--- config.mk ---
export PLATFORM = sky130hd
export DESIGN_NAME = cau_sqrt_pipe
export DESIGN_NICKNAME = d
export VERILOG_FILES = /design/src/sv/cau_pkg.sv /design/src/sv/cau_sqrt_pipe.sv
export SDC_FILE = /design/constraint.sdc
export NUM_CORES = 2
export LEC_CHECK = 0
export BUFFER_PORTS_ARGS = -buffer_cell sky130_fd_sc_hd__buf_4
export CAP_MARGIN = 10
export CORE_MARGIN = 5
export CORE_UTILIZATION = 25
export DETAILED_ROUTE_END_ITERATION = 10
export GPL_TIMING_DRIVEN = 0
export PLACE_DENSITY_LB_ADDON = 0.15
export SLEW_MARGIN = 20
export SYNTH_ARGS = -nofsm -noshare
export SYNTH_HDL_FRONTEND = slang
export SYNTH_MEMORY_MAX_BITS = 65536
export SYNTH_SLANG_ARGS = --single-unit
export TNS_END_PERCENT = 10
--- constraint.sdc ---
create_clock -name clk -period 3.8 [get_ports clk]
set_input_delay 0.38 -clock clk [delete_from_list [all_inputs] [get_ports clk]]
set_output_delay 0.38 -clock clk [all_outputs]
set_load 0.005 [all_outputs]
--- src/sv/cau_pkg.sv ---
// Shared types and constants for the complex arithmetic unit.
// No dependencies; every other file in this block imports this package.
package cau_pkg;

    // Word width of every real and imaginary part.
    localparam int XLEN = 32;
    // Quotient and root bits, one per iterative stage.
    localparam int QW = 32;
    // Default number of fractional bits.
    localparam int FRAC_BITS_DEF = 16;

    typedef enum logic [2:0] {
        CMD_ADD = 3'd0,
        CMD_SUB = 3'd1,
        CMD_MUL = 3'd2,
        CMD_DIV = 3'd3,
        CMD_MAG = 3'd4,
        CMD_EQ  = 3'd5
    } cmd_t;

    localparam logic [1:0] ST_OK  = 2'd0;
    localparam logic [1:0] ST_SAT = 2'd1;
    localparam logic [1:0] ST_DZ  = 2'd2;

    localparam logic [XLEN-1:0] MAX_S = 32'h7FFF_FFFF;
    localparam logic [XLEN-1:0] MIN_S = 32'h8000_0000;

    // Per-item side information that travels beside the iterative stages.
    typedef struct packed {
        cmd_t            cmd;
        logic [XLEN-1:0] res_re;
        logic [XLEN-1:0] res_im;
        logic            eq;
        logic            sat;
        logic            neg_re;
        logic            neg_im;
        logic            ovf_re;
        logic            ovf_im;
        logic            dz;
    } side_t;

endpackage

--- src/sv/cau_sqrt_pipe.sv ---
// Pipelined integer square root: one root bit per register stage.
// Computes floor(sqrt(s)) of a 64-bit value. Depends on cau_pkg.
module cau_sqrt_pipe (
    input  logic                   clk,
    input  logic                   en,
    input  logic [63:0]            s,
    output logic [cau_pkg::QW-1:0] root
);
    import cau_pkg::*;

    logic [63:0]   s_reg    [QW];
    logic [33:0]   rem_reg  [QW];
    logic [QW-1:0] root_reg [QW];

    for (genvar k = 0; k < QW; k++)
    begin : g_step
        logic [63:0]   s_prev;
        logic [33:0]   rem_prev, rem_next;
        logic [QW-1:0] root_prev;
        logic [35:0]   rem_sh, trial, rem_sub;
        logic          ge;

        if (k == 0)
        begin : g_first
            assign s_prev    = s;
            assign rem_prev  = '0;
            assign root_prev = '0;
        end
        else
        begin : g_rest
            assign s_prev    = s_reg[k-1];
            assign rem_prev  = rem_reg[k-1];
            assign root_prev = root_reg[k-1];
        end

        // Bring down two bits and try root*4+1.
        always_comb
        begin
            rem_sh   = {rem_prev, s_prev[63:62]};
            trial    = {2'b00, root_prev, 2'b01};
            rem_sub  = rem_sh - trial;
            ge       = (rem_sh >= trial);
            rem_next = ge ? rem_sub[33:0] : rem_sh[33:0];
        end

        always_ff @(posedge clk)
        begin
            if (en)
            begin
                s_reg[k]    <= {s_prev[61:0], 2'b00};
                rem_reg[k]  <= rem_next;
                root_reg[k] <= {root_prev[QW-2:0], ge};
            end
        end
    end

    assign root = root_reg[QW-1];

endmodule

==> results.toml <==
[status]
status = "complete, no violations"

[critical_path]
crit_type = "flip-flop to flip-flop"
cp_data_required_time_ns = 4.53
cp-startpoint = "root_reg[26][0]"
crit_fanout = 10
cp-end-kind = "flip-flop"
r2r_start = "root_reg[26][0]"
path_delay_family = "compound AO/OA/AOI/OAI gates"
path_buf_inv = 6
cp_common_cell = "buf_4"
slowest_stage = "edfxtp_1"
cpPeakStageDelay_ns = 0.42
crit_path_start_kind = "flip-flop"
worst-endpoint-arrival_ns = 4.40
path_cells = "inv_1 -> ha_4 -> nor2b_1 -> o21ai_1 -> a21oi_1 -> o41ai_4 -> o221ai_2 -> a221oi_2 -> buf_4 -> a2111oi_2 -> a211oi_2 -> buf_4 -> inv_2 -> buf_4 -> buf_4 -> a21oi_1"

[timing]
grt_setup_unrepaired = "true"
slew_headroom = 0.341
setup_viol_count_final = 0
clock.fmax_mhz = 272
period_needed_ns = 3.67
slew_viol_final = 0
tightest_slew_ns = 0.988
clock_skew_ns = 0.0547
tns_ns = 0
hold_viol = 0
min_period_over_period = 0.966

[synth]
synthTopCellsByArea = "edfxtp_1 (65%), ha_1 (6.0%), xnor2_1 (3.2%)"
synth_edf_count = 2523
yosysWarnings = 0
synth_top_flop_cell = "edfxtp_1"
yosysTopAreaCellShare = 0.645
synthXorXnorAreaFrac = 0.0624
yosys.area_share.simple = 0.0990
syn-num-nets = 9721
synth_mux_area_frac = 0.00710
synthAdderAreaFrac = 0.0599
synth_top_family_by_area = "simple AND/OR/NAND/NOR gates"
yosysSeqAreaShare = 0.645
netlist_area_mm2 = 0.117
ys_async_sr_fraction = 0
synth.avg_cell_area_um2 = 12.9
syn_inst = 9093
ys_top_cells_by_count = "edfxtp_1 (2523), inv_1 (714), nand2_1 (640)"
synth_area_leader_cell = "edfxtp_1"
ys_seq_elements = 2523
ys_types = 103
synth_compound_area_frac = 0.0971
yosysMostFrequentCell = "edfxtp_1"

[placement]
gp_congestion = 0.841
dpl.hpwl_mm = 197
placed_area_mm2 = 0.126
portBuffers = 97

[finish]
finalInstanceArea_mm2 = 0.138
drive_above_1_share = 0.0881
fin_util = 0.295
area.sequential_mm2 = 0.0758
multi_input_area_mm2 = 0.0388
nFillCells = 47162
largest_reg_flops = 1003
area_delta_synth_final_pct = 17.5
fin_nets = 10233

[power]
internal_power_mw = 59.3
pwr-share-seq = 0.452
leakage_nw = 51.5
ir_drop_mv = 0.323
p_clk_frac = 0.352
p_per_area_mw_per_mm2 = 602
switching_power_mw = 23.8
switching_share = 0.286
p_comb_frac = 0.196

[detailed_routing]
vias = 70817
drt-vias-per-instance = 4.41
wl_met1_mm = 118
drc = 0
first_pass_iters = 5
dr_wl_met2_mm = 133
dr_wl_met3_mm = 11.6
wl_per_cell_um = 16.9
top_layer = "met4"
routed_wl_mm = 272
dr.first_iter.drc_count = 4623
ant_nets = 0

[die]
pin_count = 98
core-area_mm2 = 0.468
die_x_um = 695
dieArea_mm2 = 0.484
dieHeight_um = 695
initial_core_util = 0.251
rows = 251

[clock_network]
cts.clk_slew.worst_paths_ns = 0.06
clock-sinks = 2523
cts_buffers = 318
cts_buffer_depth = 4
cts_root_buffer = "clkbuf_16"
clk_latency_ns = 0.92
htreeDepth = 5
cts_tree = "done"

[run]
timing.max_cap.violations = 0

[grt]
grtUsageTotal = 0.110
grt_antenna_before_repair = 6
overflow = 0
grt_max_degree = 156
grt_pass1_wl_mm = 421
grt_pass1_vias = 71948

[hold_path]
hold_path.startpoint = "en"
min_path_type = "input port to flip-flop"
-- path summary, 6_finish.rpt --
kind                                         to  slack (ns)  depth (start not counted)
worst max-delay path            rem_reg[27][24]        0.13                         16
worst min-delay path               s_reg[7][47]        0.10                          2
worst max register to register  rem_reg[27][24]        0.13                         16
worst min register to register    s_reg[12][25]        0.38                          0
-- cells by family (layout without fill, tap and decap cells) --
kind of cell	Yosys count	after routing
and+or+nand+nor	2355	2355
buffers and inverters	908	1667
xor gates and xnor gates	837	837
adders and majority gates	562	562
DFF	2523	2523
AOI/OAI and AO/OA	1832	1832
muxes	75	75
other	1	4
-- layout make-up --
class | instances | share of cell area
Antenna cell | 3 | 0.0000544
Buffer | 184 | 0.00607
Clock buffer | 389 | 0.0601
Clock inverter | 178 | 0.0127
Inverter | 718 | 0.0196
Multi-Input combinational cell | 5662 | 0.281
Sequential cell | 2523 | 0.549
Tap cell | 6198 | 0.0562
Timing Repair Buffer | 198 | 0.0151
-- cells in the final DEF (no fill, tap or decap), types with 67 or more instances in the layout --
cell type and instances:
clkbuf_16 321, or3_1 89, clkinv_1 67, a21oi_1 569, buf_4 116, a21o_1 275, nand3_1 146, nor2b_1 75
nand2_1 640, nand2b_1 105, xor2_1 408, inv_1 712, edfxtp_1 2523, nand4_1 120, nor2_1 575, xnor2_1 428
nor4_1 98, clkbuf_1 169, ha_1 558, o21a_1 94, o21ai_0 444, nor3_1 213
-- worst register-to-register path: cells and delay by family, from the launching register on --
kind / cells / cell delay, ns
AOI/OAI and AO/OA: 8 / 1.74
adders and majority gates: 1 / 0.21
DFF: 1 / 0.42
buffers and inverters: 6 / 0.98
and+or+nand+nor: 1 / 0.13
-- routing by layer --
layer,vias to the layer above,global-route usage
li1,34715,-
met1,34271,0.137
met2,1343,0.191
met3,488,0.0176
met4,0,0.0399
met5,-,0
-- timing repair --
| item | CTS | global route |
|---|---|---|
| gates resized for setup | 102 | 112 |
| setup endpoints to repair | 528 | 467 |
| pin swaps | 4 | 11 |
| setup buffers | 10 | 4 |
| hold buffers | 67 | 0 |
| cloned | 0 | 0 |
| endpoints found under the hold margin | 142 | 0 |
-- metrics by stage --
stage	power (mW)	hold WS (ns)	std cells	setup slack, ns
final	83.0	0.103	16053	0.129
after detailed placement	54.1	0.405	15408	-1.30
after CTS	84.6	0.0322	16050	-0.0254
after global placement	55.3	0.400	15388	-21.96
after global routing	88.0	0.0769	16051	-0.129
after floorplan	48.7	0.400	9093	0.472
-- power by group through the flow --
| stage | logic (mW) | clock network, mW | registers (mW) |
|---|---|---|---|
| after floorplan | 11.7 | 0 | 37.0 |
| after global placement | 15.8 | 0 | 39.5 |
| after detailed placement | 15.9 | 0 | 38.2 |
| after CTS | 16.2 | 30.7 | 37.7 |
| after global routing | 18.2 | 31.8 | 37.9 |
| final | 16.3 | 29.2 | 37.5 |
No activity file was read; power rests on OpenSTA's default activity.
